### src/gbn_pkg.sv
// Shared types and constants of the go-back-N sender with retransmission timer.
// Used by every module of the block; depends on nothing.
package gbn_pkg;

  localparam int DEF_SEGMENT_BYTES   = 128;
  localparam int DEF_WINDOW_SEGMENTS = 6;
  localparam int CMD_QUEUE_DEPTH     = 4;
  localparam int RESULT_QUEUE_DEPTH  = 8;
  localparam int APB_ADDR_W          = 3;

  localparam logic REG_TRANSFER_LENGTH  = 1'b0;
  localparam logic REG_TICKS_PER_SECOND = 1'b1;

  localparam logic [15:0] TPS_RESET = 16'd1000;

  localparam logic [1:0] ACT_START = 2'd0;
  localparam logic [1:0] ACT_ACK   = 2'd1;
  localparam logic [1:0] ACT_TICK  = 2'd2;

  typedef enum logic [1:0] {
    OP_START,
    OP_ACK,
    OP_TICK,
    OP_NOP
  } op_t;

  typedef struct packed {
    logic [1:0]  action;
    logic [23:0] ack_seq;
  } in_item_t;

  typedef struct packed {
    logic        seg_valid;
    logic [23:0] seg_seq;
    logic [7:0]  seg_len;
    logic        is_resend;
    logic        done_res;
    logic [24:0] rto_now;
    logic        last;
  } result_t;

  typedef struct packed {
    op_t         op;
    logic [23:0] ack_seq;
  } cmd_t;

  typedef struct packed {
    logic [23:0] transfer_length;
    logic [15:0] ticks_per_second;
  } cfg_t;

endpackage

### src/go_back_n_sender_with_rto_top.sv
// An input beat is queued as a command; the engine takes it in S_IDLE and runs it
// through S_EXEC and S_SETTLE to S_EMIT, which pushes its result beats into the result queue.
// An ack with an RTT sample passes S_DIFF, S_SMOOTH (once an estimate exists), S_RTO and
// S_CLAMP on the way; a timeout that finds nothing to resend first leaves the resend phase
// in S_EMIT. The single engine works on one item at a time.
// Reset: rst is synchronous; it empties both queues, clears the window state and estimator, and
// sets RTO to one second at the reset tick rate. No memory clearing pass is needed.
module go_back_n_sender_with_rto_top import gbn_pkg::*; #(
  parameter int SEGMENT_BYTES   = DEF_SEGMENT_BYTES,
  parameter int WINDOW_SEGMENTS = DEF_WINDOW_SEGMENTS
) (
  input  logic                  clk,
  input  logic                  rst,
  input  logic                  push,
  output logic                  full,
  input  in_item_t              item,
  output logic                  empty,
  input  logic                  pop,
  output result_t               result,
  input  logic                  psel,
  input  logic                  penable,
  input  logic                  pwrite,
  input  logic [APB_ADDR_W-1:0] paddr,
  input  logic [31:0]           pwdata,
  output logic [31:0]           prdata,
  output logic                  pready
);

  cfg_t                       cfg;
  logic                       cmd_valid;
  logic                       cmd_pop;
  cmd_t                       cmd;
  logic                       res_push;
  logic                       res_full;
  result_t                    res_item;
  logic [$bits(result_t)-1:0] res_data;

  assign pready = 1'b1;

  always_ff @(posedge clk) begin
    if (rst) begin
      cfg.transfer_length  <= '0;
      cfg.ticks_per_second <= TPS_RESET;
    end else if (psel && penable && pwrite) begin
      unique case (paddr[APB_ADDR_W-1])
        REG_TRANSFER_LENGTH:  cfg.transfer_length  <= pwdata[23:0];
        REG_TICKS_PER_SECOND: cfg.ticks_per_second <= pwdata[15:0];
        default: begin
        end
      endcase
    end
  end

  always_comb begin
    unique case (paddr[APB_ADDR_W-1])
      REG_TRANSFER_LENGTH:  prdata = {8'b0, cfg.transfer_length};
      REG_TICKS_PER_SECOND: prdata = {16'b0, cfg.ticks_per_second};
      default:              prdata = '0;
    endcase
  end

  gbn_front u_front (
    .clk       (clk),
    .rst       (rst),
    .push      (push),
    .full      (full),
    .item      (item),
    .cmd_pop   (cmd_pop),
    .cmd_valid (cmd_valid),
    .cmd       (cmd)
  );

  gbn_back #(
    .SEGMENT_BYTES   (SEGMENT_BYTES),
    .WINDOW_SEGMENTS (WINDOW_SEGMENTS)
  ) u_back (
    .clk       (clk),
    .rst       (rst),
    .cfg       (cfg),
    .cmd_valid (cmd_valid),
    .cmd       (cmd),
    .cmd_pop   (cmd_pop),
    .res_push  (res_push),
    .res_item  (res_item),
    .res_full  (res_full)
  );

  gbn_fifo #(
    .WIDTH ($bits(result_t)),
    .DEPTH (RESULT_QUEUE_DEPTH)
  ) u_result_queue (
    .clk   (clk),
    .rst   (rst),
    .push  (res_push),
    .wdata (res_item),
    .full  (res_full),
    .pop   (pop),
    .rdata (res_data),
    .empty (empty)
  );

  assign result = result_t'(res_data);

endmodule

### src/gbn_fifo.sv
// Small synchronous FIFO with push/full and pop/empty handshakes.
// Depends on gbn_pkg for its default width and depth.
module gbn_fifo import gbn_pkg::*; #(
  parameter int WIDTH = $bits(cmd_t),
  parameter int DEPTH = CMD_QUEUE_DEPTH
) (
  input  logic             clk,
  input  logic             rst,
  input  logic             push,
  input  logic [WIDTH-1:0] wdata,
  output logic             full,
  input  logic             pop,
  output logic [WIDTH-1:0] rdata,
  output logic             empty
);

  localparam int AW = (DEPTH > 1) ? $clog2(DEPTH) : 1;
  localparam int CW = $clog2(DEPTH + 1);
  localparam logic [AW-1:0] LAST_SLOT  = AW'(DEPTH - 1);
  localparam logic [CW-1:0] FULL_COUNT = CW'(DEPTH);

  logic [WIDTH-1:0] mem [DEPTH];
  logic [AW-1:0]    wr_ptr;
  logic [AW-1:0]    rd_ptr;
  logic [CW-1:0]    count;
  logic             do_push;
  logic             do_pop;

  assign full    = (count == FULL_COUNT);
  assign empty   = (count == '0);
  assign do_push = push && !full;
  assign do_pop  = pop && !empty;
  assign rdata   = mem[rd_ptr];

  always_ff @(posedge clk) begin
    if (do_push) begin
      mem[wr_ptr] <= wdata;
    end
  end

  always_ff @(posedge clk) begin
    if (rst) begin
      wr_ptr <= '0;
      rd_ptr <= '0;
      count  <= '0;
    end else begin
      if (do_push) begin
        wr_ptr <= (wr_ptr == LAST_SLOT) ? '0 : wr_ptr + AW'(1);
      end
      if (do_pop) begin
        rd_ptr <= (rd_ptr == LAST_SLOT) ? '0 : rd_ptr + AW'(1);
      end
      case ({do_push, do_pop})
        2'b10:   count <= count + CW'(1);
        2'b01:   count <= count - CW'(1);
        default: count <= count;
      endcase
    end
  end

endmodule

### src/gbn_front.sv
// Front end: takes input beats, classifies the action code and queues commands.
// Depends on gbn_pkg and gbn_fifo.
module gbn_front import gbn_pkg::*; (
  input  logic     clk,
  input  logic     rst,
  input  logic     push,
  output logic     full,
  input  in_item_t item,
  input  logic     cmd_pop,
  output logic     cmd_valid,
  output cmd_t     cmd
);

  cmd_t                    decoded;
  logic [$bits(cmd_t)-1:0] q_data;
  logic                    q_empty;

  always_comb begin
    decoded.ack_seq = item.ack_seq;
    unique case (item.action)
      ACT_START: decoded.op = OP_START;
      ACT_ACK:   decoded.op = OP_ACK;
      ACT_TICK:  decoded.op = OP_TICK;
      default:   decoded.op = OP_NOP;
    endcase
  end

  gbn_fifo #(
    .WIDTH ($bits(cmd_t)),
    .DEPTH (CMD_QUEUE_DEPTH)
  ) u_cmd_queue (
    .clk   (clk),
    .rst   (rst),
    .push  (push),
    .wdata (decoded),
    .full  (full),
    .pop   (cmd_pop),
    .rdata (q_data),
    .empty (q_empty)
  );

  assign cmd       = cmd_t'(q_data);
  assign cmd_valid = !q_empty;

endmodule

### src/gbn_back.sv
// Back end: window state, RTT estimator and segment emission, one command at a time.
// Depends on gbn_pkg; pushes result beats into the result queue.
module gbn_back import gbn_pkg::*; #(
  parameter int SEGMENT_BYTES   = DEF_SEGMENT_BYTES,
  parameter int WINDOW_SEGMENTS = DEF_WINDOW_SEGMENTS
) (
  input  logic    clk,
  input  logic    rst,
  input  cfg_t    cfg,
  input  logic    cmd_valid,
  input  cmd_t    cmd,
  output logic    cmd_pop,
  output logic    res_push,
  output result_t res_item,
  input  logic    res_full
);

  localparam int KW = $clog2(WINDOW_SEGMENTS + 1);
  localparam logic [24:0] SEG  = 25'(SEGMENT_BYTES);
  localparam logic [25:0] SPAN = 26'(SEGMENT_BYTES * WINDOW_SEGMENTS);
  localparam logic [KW:0] WIN  = (KW + 1)'(WINDOW_SEGMENTS);

  typedef enum logic [2:0] {
    S_IDLE,
    S_EXEC,
    S_DIFF,
    S_SMOOTH,
    S_RTO,
    S_CLAMP,
    S_SETTLE,
    S_EMIT
  } state_t;

  state_t        state;
  cmd_t          cur;
  logic [24:0]   window_base;
  logic [24:0]   next_to_send;
  logic [23:0]   sample_seq;
  logic [31:0]   sample_time;
  logic [31:0]   now_ticks;
  logic [31:0]   since_ack;
  logic [34:0]   smoothed_rtt;
  logic [34:0]   rtt_variance;
  logic [24:0]   timeout_value;
  logic          have_estimate;
  logic          running;
  logic          resend_phase;
  logic [24:0]   scan_seq;
  logic [KW-1:0] seg_count;
  logic [34:0]   rtt_meas;
  logic [34:0]   rtt_diff;
  logic [37:0]   rto_sum;

  logic [24:0] tl25;
  logic [18:0] one_sec;
  logic [24:0] max_rto;
  logic [31:0] since_inc;
  logic        timeout_hit;
  logic        ack_ok;
  logic        rtt_due;
  logic [36:0] var_x4;
  logic [36:0] rto_floor;

  logic [24:0] cur_seq;
  logic [24:0] rest;
  logic [24:0] cur_len;
  logic [24:0] nxt_seq;
  logic [25:0] limit;
  logic [KW:0] k_next;
  logic        k_room;
  logic        k_room_next;
  logic        resend_go;
  logic        send_go;
  logic        resend_more;
  logic        send_more;
  logic        emit_go;
  logic        emit_more;
  logic        empty_res;

  always_comb begin
    tl25        = {1'b0, cfg.transfer_length};
    one_sec     = {cfg.ticks_per_second, 3'b000};
    max_rto     = ({6'b0, one_sec} << 6) - ({6'b0, one_sec} << 2);
    since_inc   = (since_ack == '1) ? since_ack : since_ack + 32'd1;
    timeout_hit = running && ({since_inc, 3'b000} > {10'b0, timeout_value});
    ack_ok      = running && ({1'b0, cur.ack_seq} >= window_base);
    rtt_due     = (cur.op == OP_ACK) && ack_ok && (cur.ack_seq > sample_seq);
    var_x4      = {rtt_variance, 2'b00};
    rto_floor   = (var_x4 > {18'b0, one_sec}) ? var_x4 : {18'b0, one_sec};

    cur_seq     = resend_phase ? scan_seq : next_to_send;
    rest        = tl25 - cur_seq;
    cur_len     = (rest < SEG) ? rest : SEG;
    nxt_seq     = cur_seq + cur_len;
    limit       = {1'b0, window_base} + SPAN;
    k_next      = {1'b0, seg_count} + (KW + 1)'(1);
    k_room      = {1'b0, seg_count} < WIN;
    k_room_next = k_next < WIN;

    resend_go   = (scan_seq < next_to_send) && (scan_seq < tl25) && k_room;
    send_go     = running && ({1'b0, next_to_send} < limit) && (next_to_send < tl25) && k_room;
    resend_more = ((nxt_seq < next_to_send) && (nxt_seq < tl25) && k_room_next) ||
                  (running && ({1'b0, next_to_send} < limit) && (next_to_send < tl25) &&
                   k_room_next);
    send_more   = running && ({1'b0, nxt_seq} < limit) && (nxt_seq < tl25) && k_room_next;
    emit_go     = resend_phase ? resend_go : send_go;
    emit_more   = resend_phase ? resend_more : send_more;
    empty_res   = !resend_phase && !send_go && (seg_count == '0);
  end

  assign cmd_pop  = (state == S_IDLE) && cmd_valid;
  assign res_push = (state == S_EMIT) && !res_full && (emit_go || empty_res);

  always_comb begin
    res_item.seg_valid = emit_go;
    res_item.seg_seq   = emit_go ? cur_seq[23:0] : 24'd0;
    res_item.seg_len   = emit_go ? cur_len[7:0] : 8'd0;
    res_item.is_resend = emit_go && resend_phase;
    res_item.done_res  = (window_base >= tl25);
    res_item.rto_now   = timeout_value;
    res_item.last      = !emit_go || !emit_more;
  end

  always_ff @(posedge clk) begin
    if (rst) begin
      state         <= S_IDLE;
      window_base   <= '0;
      next_to_send  <= '0;
      sample_seq    <= '0;
      sample_time   <= '0;
      now_ticks     <= '0;
      since_ack     <= '0;
      smoothed_rtt  <= '0;
      rtt_variance  <= '0;
      timeout_value <= {6'b0, TPS_RESET, 3'b000};
      have_estimate <= 1'b0;
      running       <= 1'b0;
      resend_phase  <= 1'b0;
      seg_count     <= '0;
    end else begin
      unique case (state)
        S_IDLE: begin
          if (cmd_valid) begin
            cur   <= cmd;
            state <= S_EXEC;
          end
        end
        S_EXEC: begin
          resend_phase <= (cur.op == OP_TICK) && timeout_hit;
          scan_seq     <= window_base;
          state        <= rtt_due ? S_DIFF : S_SETTLE;
          unique case (cur.op)
            OP_START: begin
              window_base   <= '0;
              next_to_send  <= '0;
              since_ack     <= '0;
              smoothed_rtt  <= '0;
              rtt_variance  <= '0;
              have_estimate <= 1'b0;
              timeout_value <= {6'b0, one_sec};
              sample_seq    <= '0;
              sample_time   <= now_ticks;
              running       <= (cfg.transfer_length != '0);
            end
            OP_ACK: begin
              if (ack_ok) begin
                window_base <= window_base + SEG;
                since_ack   <= '0;
                if (cur.ack_seq > sample_seq) begin
                  rtt_meas <= {now_ticks - sample_time, 3'b000};
                end
              end
            end
            OP_TICK: begin
              now_ticks <= now_ticks + 32'd1;
              since_ack <= timeout_hit ? '0 : since_inc;
            end
            default: begin
            end
          endcase
        end
        S_DIFF: begin
          if (!have_estimate) begin
            smoothed_rtt  <= rtt_meas;
            rtt_variance  <= rtt_meas >> 1;
            have_estimate <= 1'b1;
            state         <= S_RTO;
          end else begin
            rtt_diff <= (smoothed_rtt > rtt_meas) ? smoothed_rtt - rtt_meas
                                                  : rtt_meas - smoothed_rtt;
            state    <= S_SMOOTH;
          end
        end
        S_SMOOTH: begin
          rtt_variance <= 35'((({3'b0, rtt_variance} << 1) + {3'b0, rtt_variance} +
                               {3'b0, rtt_diff}) >> 2);
          smoothed_rtt <= 35'((({4'b0, smoothed_rtt} << 3) - {4'b0, smoothed_rtt} +
                               {4'b0, rtt_meas}) >> 3);
          state        <= S_RTO;
        end
        S_RTO: begin
          rto_sum <= {3'b0, smoothed_rtt} + {1'b0, rto_floor};
          state   <= S_CLAMP;
        end
        S_CLAMP: begin
          if (rto_sum < {19'b0, one_sec}) begin
            timeout_value <= {6'b0, one_sec};
          end else if (rto_sum > {13'b0, max_rto}) begin
            timeout_value <= max_rto;
          end else begin
            timeout_value <= rto_sum[24:0];
          end
          state <= S_SETTLE;
        end
        S_SETTLE: begin
          if (window_base >= tl25) begin
            running <= 1'b0;
          end
          seg_count <= '0;
          state     <= S_EMIT;
        end
        S_EMIT: begin
          if (emit_go) begin
            if (!res_full) begin
              seg_count <= k_next[KW-1:0];
              if (resend_phase) begin
                scan_seq <= nxt_seq;
              end else begin
                next_to_send <= nxt_seq;
                if (next_to_send == window_base) begin
                  sample_time <= now_ticks;
                  sample_seq  <= next_to_send[23:0];
                end
              end
              if (!emit_more) begin
                state <= S_IDLE;
              end
            end
          end else if (resend_phase) begin
            resend_phase <= 1'b0;
          end else if ((seg_count != '0) || !res_full) begin
            state <= S_IDLE;
          end
        end
        default: begin
          state <= S_IDLE;
        end
      endcase
    end
  end

endmodule

### config.mk
export PLATFORM = sky130hd
export DESIGN_NAME = go_back_n_sender_with_rto_top
export DESIGN_NICKNAME = d
export VERILOG_FILES = /design/src/gbn_pkg.sv /design/src/go_back_n_sender_with_rto_top.sv /design/src/gbn_fifo.sv /design/src/gbn_front.sv /design/src/gbn_back.sv
export SDC_FILE = /design/constraint.sdc
export NUM_CORES = 2
export LEC_CHECK = 0
export ABC_AREA = 1
export BUFFER_PORTS_ARGS = -buffer_cell sky130_fd_sc_hd__buf_2
export CAP_MARGIN = 15
export CORE_ASPECT_RATIO = 1.5
export CORE_MARGIN = 5
export CORE_UTILIZATION = 55
export DETAILED_ROUTE_END_ITERATION = 8
export GPL_ROUTABILITY_DRIVEN = 0
export PLACE_DENSITY = 0.83
export SYNTH_ARGS = -nofsm -noshare
export SYNTH_HDL_FRONTEND = slang
export SYNTH_HIERARCHICAL = 1
export SYNTH_SLANG_ARGS = --single-unit
### constraint.sdc
create_clock -name clk -period 7.5 [get_ports clk]
set_input_delay 1.875 -clock clk [delete_from_list [all_inputs] [get_ports clk]]
set_output_delay 1.875 -clock clk [all_outputs]
set_load 0.05 [all_outputs]
### Word-level counts from Yosys, hierarchy flattened

Memory sizes are Yosys's and may differ from the RTL's. A register that Yosys moved wholly into a read port is not among the register bits.
Index checks and enable logic that the tools add are counted.

* add/subtract/negate cells: 24
* magnitude comparators: 18
* equality and inequality tests: 38
* muxes and demuxes: 77
* bitwise logic cells: 3
* reduce and logical (&&, ||, !) cells: 77

Operators with widths (number)
* 2-to-1 mux 25 bit: 13
* 2-to-1 mux 32 bit: 8
* case mux 35 bit (3 select lines): 2
* case mux 25 bit (2 select lines): 4
* 2-to-1 mux 24 bit: 6
* 2-to-1 mux 35 bit: 4
* case mux 32 bit (2 select lines): 2
* case mux 32 bit (3 select lines): 1
* < comparator 25 x 24 -> 1 bit: 3
* subtractor 35 bit: 2
* adder 32 x 1 -> 32 bit, second input constant: 2
* < comparator 25 x 26 -> 1 bit: 2
* < comparator 25 bit: 2
* case mux 24 bit (2 select lines): 1
* 2-to-1 mux 3 bit: 14
* adder 35 x 37 -> 38 bit: 1
* adder 38 x 35 -> 38 bit: 1
* > comparator 38 x 25 -> 1 bit: 1
* < comparator 38 x 19 -> 1 bit: 1
* subtractor 38 x 35 -> 38 bit: 1
* adder 36 x 35 -> 37 bit: 1
* adder 37 x 35 -> 37 bit: 1
* > comparator 37 x 19 -> 1 bit: 1
* 2-to-1 mux 37 bit: 1
* 54 further kinds: 162

* bits in registers: 461
* memory bits (writable): 592
* memories: 2

Memory list
* u_result_queue.mem: depth 8, width 61, read ports 1, clocked after Yosys merged registers in 1, wr ports 1, RTL line gbn_fifo.sv:22 `logic [WIDTH-1:0] mem [DEPTH];`
* u_front.u_cmd_queue.mem: depth 4, width 26, read ports 1, clocked after Yosys merged registers in 1, wr ports 1, RTL line gbn_fifo.sv:22

### Logic depth before layout (Yosys ltp)

* depth in word-level cells: 14
* gate-level depth with buffers: 49
* depth with buffers taken out: 49

### By module

The synthesis kept the hierarchy.

By module, submodules not included
* gbn_back: instances 1, cells an instance 5489, area an instance 39805.7 um^2
* gbn_fifo (u_result_queue): instances 1, cells an instance 1465, area an instance 19670.1 um^2
* gbn_fifo (u_front.u_cmd_queue): instances 1, cells an instance 322, area an instance 4375.4 um^2
* go_back_n_sender_with_rto_top: instances 1, cells an instance 320, area an instance 2055.7 um^2
* gbn_front: instances 1, cells an instance 3, area an instance 11.3 um^2

### Worst setup path after synthesis

OpenSTA, ideal clock, no wires.

* path type: reg-to-reg
* start point: reg u_back.window_base[8]
* end point: mem u_result_queue/mem[1][0] in the netlist's numbering (enable)
* setup time: 0.480 ns
* arrival: 5.724 ns
* path slack: 1.296 ns
* cell stages (with the launch flop): 27
* cell sequence: dfxtp_1 > inv_1 > ha_1 > nor2_1 > nand3_1 > nor2_1 > xor2_1 > ha_1 > nand2_1 > inv_1 > a21oi_1 > o2111ai_1 > a21oi_1 > o21ai_0 > nand2_1 > nand2_1 > nand2_1 > nand4_1 > nand2_1 > inv_2 > nand2_1 > nand4_1 > inv_1 > nand2_1 > nor2_1 > inv_1 > nor2_1

* elaborated cells on any way between the ends: 14

RTL lines
* from (decl): RTL line gbn_back.sv:36 `logic [24:0] window_base;`
* from (signal assigned): RTL line gbn_back.sv:167 `window_base <= window_base + SEG;`
* adder 25 x 10 -> 26 bit: RTL line gbn_back.sv:95 `limit = {1'b0, window_base} + SPAN;`
* < comparator 25 x 26 -> 1 bit: RTL line gbn_back.sv:101 `send_go = running && ({1'b0, next_to_send} < limit) && (next_to_send < tl25) && k_room;`
* logical AND 1 bit (3 in a row): RTL line gbn_back.sv:101
* 2-to-1 mux 1 bit: RTL line gbn_back.sv:106 `emit_go = resend_phase ? resend_go : send_go;`
* net u_back.emit_go: RTL line gbn_back.sv:76 `logic emit_go;`
* logical OR 1 bit: RTL line gbn_back.sv:112 `assign res_push = (state == S_EMIT) && !res_full && (emit_go || empty_res);`
* logical AND 1 bit: RTL line gbn_back.sv:112
* net res_push: RTL line go_back_n_sender_with_rto_top.sv:33 `logic res_push;`
* logical AND 1 bit: RTL line gbn_fifo.sv:31 `assign do_push = push && !full;`
* 2-to-1 mux 1 bit: RTL line gbn_fifo.sv:36 `if (do_push) begin`
* 2-to-1 mux 1 bit (implied by the code): RTL line gbn_fifo.sv:37 `mem[wr_ptr] <= wdata;`
* to (decl): RTL line gbn_fifo.sv:22

The timed path passes the listed nets, and every way through them passes these cells.

### Worst setup path after layout

* start point: reg u_back.resend_phase
* end point: reg u_back.state[1]

* longest elaborated chain between the ends: 12
* elaborated cells on any way between the ends: 23

Ends and longest elaborated chain
* from (decl): RTL line gbn_back.sv:47 `logic resend_phase;`
* from (signal assigned): RTL line gbn_back.sv:149 `resend_phase <= (cur.op == OP_TICK) && timeout_hit;`
* 2-to-1 mux 25 bit: RTL line gbn_back.sv:91 `cur_seq = resend_phase ? scan_seq : next_to_send;`
* subtractor 24 x 25 -> 25 bit: RTL line gbn_back.sv:92 `rest = tl25 - cur_seq;`
* < comparator 25 x 8 -> 1 bit: RTL line gbn_back.sv:93 `cur_len = (rest < SEG) ? rest : SEG;`
* 2-to-1 mux 25 bit: RTL line gbn_back.sv:93
* adder 25 bit: RTL line gbn_back.sv:94 `nxt_seq = cur_seq + cur_len;`
* < comparator 25 x 26 -> 1 bit, or another cell as far along: RTL line gbn_back.sv:105 `send_more = running && ({1'b0, nxt_seq} < limit) && (nxt_seq < tl25) && k_room_next;`
* logical AND 1 bit, on equally long branches (2 in a row): RTL line gbn_back.sv:105, gbn_back.sv:102
* logical AND 1 bit or logical OR 1 bit (tied branches): RTL line gbn_back.sv:105, gbn_back.sv:102
* 2-to-1 mux 1 bit: RTL line gbn_back.sv:107 `emit_more = resend_phase ? resend_more : send_more;`
* inequality test 3 bit (no line)
* AND reduction 5 bit (no line)
* to (signal assigned): RTL line gbn_back.sv:151 `state <= rtt_due ? S_DIFF : S_SETTLE;`
* to (decl): RTL line gbn_back.sv:34 `state_t state;`

Several ways; a longest one is shown, not always the timed one.
A chain may end at the register's enable or synchronous reset.

==> flow_metrics.tcl <==
set metrics [dict create \
    cts_root_buffer "clkbuf_16" \
    hold_buffers 0 \
    cts_max_level 3 \
    fin_skew_ps 35.26 \
    grt_pass1_vias 56302 \
    met3_wirelength_um 16400 \
    dpl.hpwl_um 135700 \
    maxSlewViolCount 0 \
    num_rows 155 \
    setup_viol 0 \
    max-slew-margin-rel_pct 19.91 \
    drc 2 \
    finalNonFillerCells 9458 \
    power_leakage_uw 0.03029 \
    reg2regPathDepth 46 \
    vias 57162 \
    hp-class "flip-flop to flip-flop" \
    crit_type "flip-flop to flip-flop" \
    status "finished with violations" \
    clk_pin_slew_ps 70 \
    start_kind "flip-flop" \
    die_h_um 434 \
    grt_overflow 0 \
    clock-sinks 1077 \
    synth-edff-count 748 \
    cpMostUsedCell "nand2_1" \
    io_pins 164 \
    routed_via_density 6.044 \
    switchingPower_uw 10120 \
    ys_seq_area_share_pct 44.07 \
    clk_path_buf_depth 3 \
    grt_antenna_before_repair 16 \
    peakVddDrop_v 0.0002340 \
    synth_xor_xnor_area_share_pct 2.629 \
    min_from "u_back/sample_seq[0]$_SDFFE_PP0P_" \
    route.layer.met1.wl_um 66520 \
    ant_nets 0 \
    hold_path_end "u_back/sample_seq[0]$_SDFFE_PP0P_" \
    post-route-min-period_ps 7175 \
    cap_violations 0 \
    synth_top_family_by_area "simple AND/OR/NAND/NOR gates" \
    ys_async_sr_fraction_pct 0 \
    synthAdderAreaFrac_pct 13.17 \
    drt_iter0_drc 6694 \
    dp_cells 9259 \
    cp.arrival_ps 7770 \
    worst_pin_slew_ps 1201 \
    fmax_ghz 0.1394 \
    mostFrequentLayoutCell "nand2_1" \
    synth-seq-cells 1077 \
    dieWidth_um 292.7 \
    p_comb_share_pct 45.4 \
    r2r-start "u_back/resend_phase$_SDFFE_PP0P_" \
    avgSynthCellArea_um2 8.675 \
    wl_um 188100 \
    intPower_uw 13380 \
    grt_max_degree 232 \
    finalPower_uw 23500 \
    pwr-share-seq_pct 33.0 \
    cts_tree "built" \
    synthCells 7599 \
    dp_slack_ps -133.1 \
    synthToLayoutAreaGrowth_pct 10.11 \
    insertion_delay_ps 710 \
    crit_required_ps 8090 \
    first_pass_iters 9 \
    floorplan.initialDensity_pct 55.36 \
    wire_per_inst_um 19.89 \
    r2r_end "u_back/state[1]$_SDFFE_PP0P_" \
    r2r_slack_ps 320 \
    worst-path-max-fanout 7 \
    grt.total_usage_pct 28.46 \
    cts_buffers 95 \
    p_clk_share_pct 21.6 \
    period_share_pct 95.67 \
    p_sw_share_pct 43.06 \
    final_util_pct 60.96 \
    fin_ws_ps 324.5 \
    final_net_count 8518 \
    drive_gt1_share_pct 8.362 \
    ys_dominant_reg_cell "edfxtp_1" \
    synthMuxAreaShare_pct 0.9718 \
    hold_viol 0 \
    top_layer "met5" \
    syn_area_um2 65920 \
    cellPowerDensity_nw_per_um2 323.8 \
    hold_depth 2 \
    dieArea_um2 127000 \
    violations "DRC" \
    grt_pass1_wl_um 290000 \
    synth_warnings 6 \
    ys_types 71 \
    cpPeakStageDelay_ps 350 \
    end_kind "flip-flop" \
    slowest_stage "dfxtp_1" \
    dr_wl_met2_um 91190 \
    synth_simple_gate_area_share_pct 16.94 \
    core_area_um2 119100 \
    synth-compound-area-share_pct 15.07 \
    port-buffer-count 144 \
    final_cell_mix "nand2_1, inv_1, nor2_1" \
]
-- worst max-delay path, delay by kind of cell, from the launching register on --
| family | cells | cell delay (ps) |
|---|---|---|
| adders and majority gates | 3 | 900 |
| buffers and inverters | 9 | 1250 |
| and+or+nand+nor | 25 | 3180 |
| xor gates and xnor gates | 1 | 110 |
| AOI/OAI and AO/OA | 8 | 1260 |
| DFF | 1 | 350 |
-- layout make-up --
type                            instances  area (um2)
Antenna cell                            7       17.52
Clock buffer                          119        2686
Clock inverter                         59       541.8
Fill cell                            9389       46490
Inverter                              901        3391
Multi-Input combinational cell       5394       32590
Sequential cell                      1077       29060
Tap cell                             1570        1964
Timing Repair Buffer                  331        2340
-- flip-flops by register name, summed over array words and instances, names as in the netlist, 4 cells and up, named ones only --
register	count
u_result_queue/mem	488
u_front/u_cmd_queue/mem	104
cfg	40
u_back/rto_sum	38
u_back/rtt_diff	35
u_back/rtt_variance	35
u_back/smoothed_rtt	35
u_back/now_ticks	32
u_back/rtt_meas	32
u_back/sample_time	32
u_back/since_ack	32
u_back/cur	26
u_back/next_to_send	25
u_back/scan_seq	25
u_back/timeout_value	25
u_back/sample_seq	24
u_back/window_base	18
u_result_queue/count	4
-- routing by layer --
metal / global-route usage [%] / vias to the layer above
li1: - / 26532
met1: 32.32 / 26645
met2: 49.57 / 3122
met3: 4.522 / 847
met4: 18.82 / 16
met5: 0 / -
-- worst max-delay path by stage --
stage | end | start | slack [ps]
after floorplan | u_result_queue/mem[1][0]$_DFFE_PP_ | u_back/window_base[8]$_SDFFE_PP0P_ | 1300
after global placement | u_result_queue/mem[0][0]$_DFFE_PP_ | u_back/resend_phase$_SDFFE_PP0P_ | 30
after detailed placement | u_result_queue/mem[1][0]$_DFFE_PP_ | u_back/resend_phase$_SDFFE_PP0P_ | -130
after CTS | u_back/state[1]$_SDFFE_PP0P_ | u_back/resend_phase$_SDFFE_PP0P_ | 4
after global routing | u_back/state[1]$_SDFFE_PP0P_ | u_back/resend_phase$_SDFFE_PP0P_ | -70
final | u_back/state[1]$_SDFFE_PP0P_ | u_back/resend_phase$_SDFFE_PP0P_ | 320
-- cell families (layout without fill, tap and decap cells) --
group           Yosys count  after routing
compound gates         1784           1784
xor+xnor                197            197
fa+ha+maj               650            650
buf+inv                1150           1410
flops                  1077           1077
mux                      64             64
other cells               3             32
simple gates           2674           2674
-- power by group through the flow --
stage          logic [uW]  clock network (uW)  registers, uW
6_report            10700                5070           7760
5_1_grt             11800                5360           7820
4_1_cts             10400                5110           7740
3_5_place_dp        10200                   0           7860
3_3_place_gp         9890                   0           7840
2_1_floorplan        7820                   0           7610
-- repair_timing --
item	4_1_cts	5_1_grt
resized for setup	4	70
setup buffers	1	12
gates cloned	0	0
endpoints found under the setup margin	11	11
hold endpoints to repair	0	0
pin swaps	1	24
-- Yosys cell counts, types with 23 or more instances --
cell type	n	area, um2
nand2_1	1271	4771
edfxtp_1	748	22460
nor2_1	826	3100
xor2_1	132	1156
dfxtp_1	329	6586
o21a_1	23	172.7
a31oi_1	35	219.0
inv_1	886	3326
o22ai_1	93	581.8
nand4_1	94	588.1
a211oi_1	51	382.9
fa_1	73	1461
o21ai_1	57	285.3
a221oi_1	53	464.2
xnor2_1	64	560.5
buf_2	43	215.2
a21oi_1	674	3373
ha_1	577	7219
or2_2	49	306.5
o21ai_0	644	3223
buf_4	26	195.2
mux2i_1	64	640.6
clkbuf_1	138	518.0
nand3_1	261	1306
nor4_1	35	219.0
o211ai_1	45	337.8
nor3_1	84	420.4
-- per-stage QoR --
stage / TNS, ps / hold slack [ps] / instance area [um2]
after CTS: 0 / 452.2 / 72260
after global placement: 0 / 433.2 / 69000
final: 0 / 450.6 / 72580
after floorplan: 0 / 422.8 / 66000
after detailed placement: -1109 / 442.2 / 69000
after global routing: -278.5 / 474.6 / 72570
Note: power is estimated with default switching activity, not from simulation.
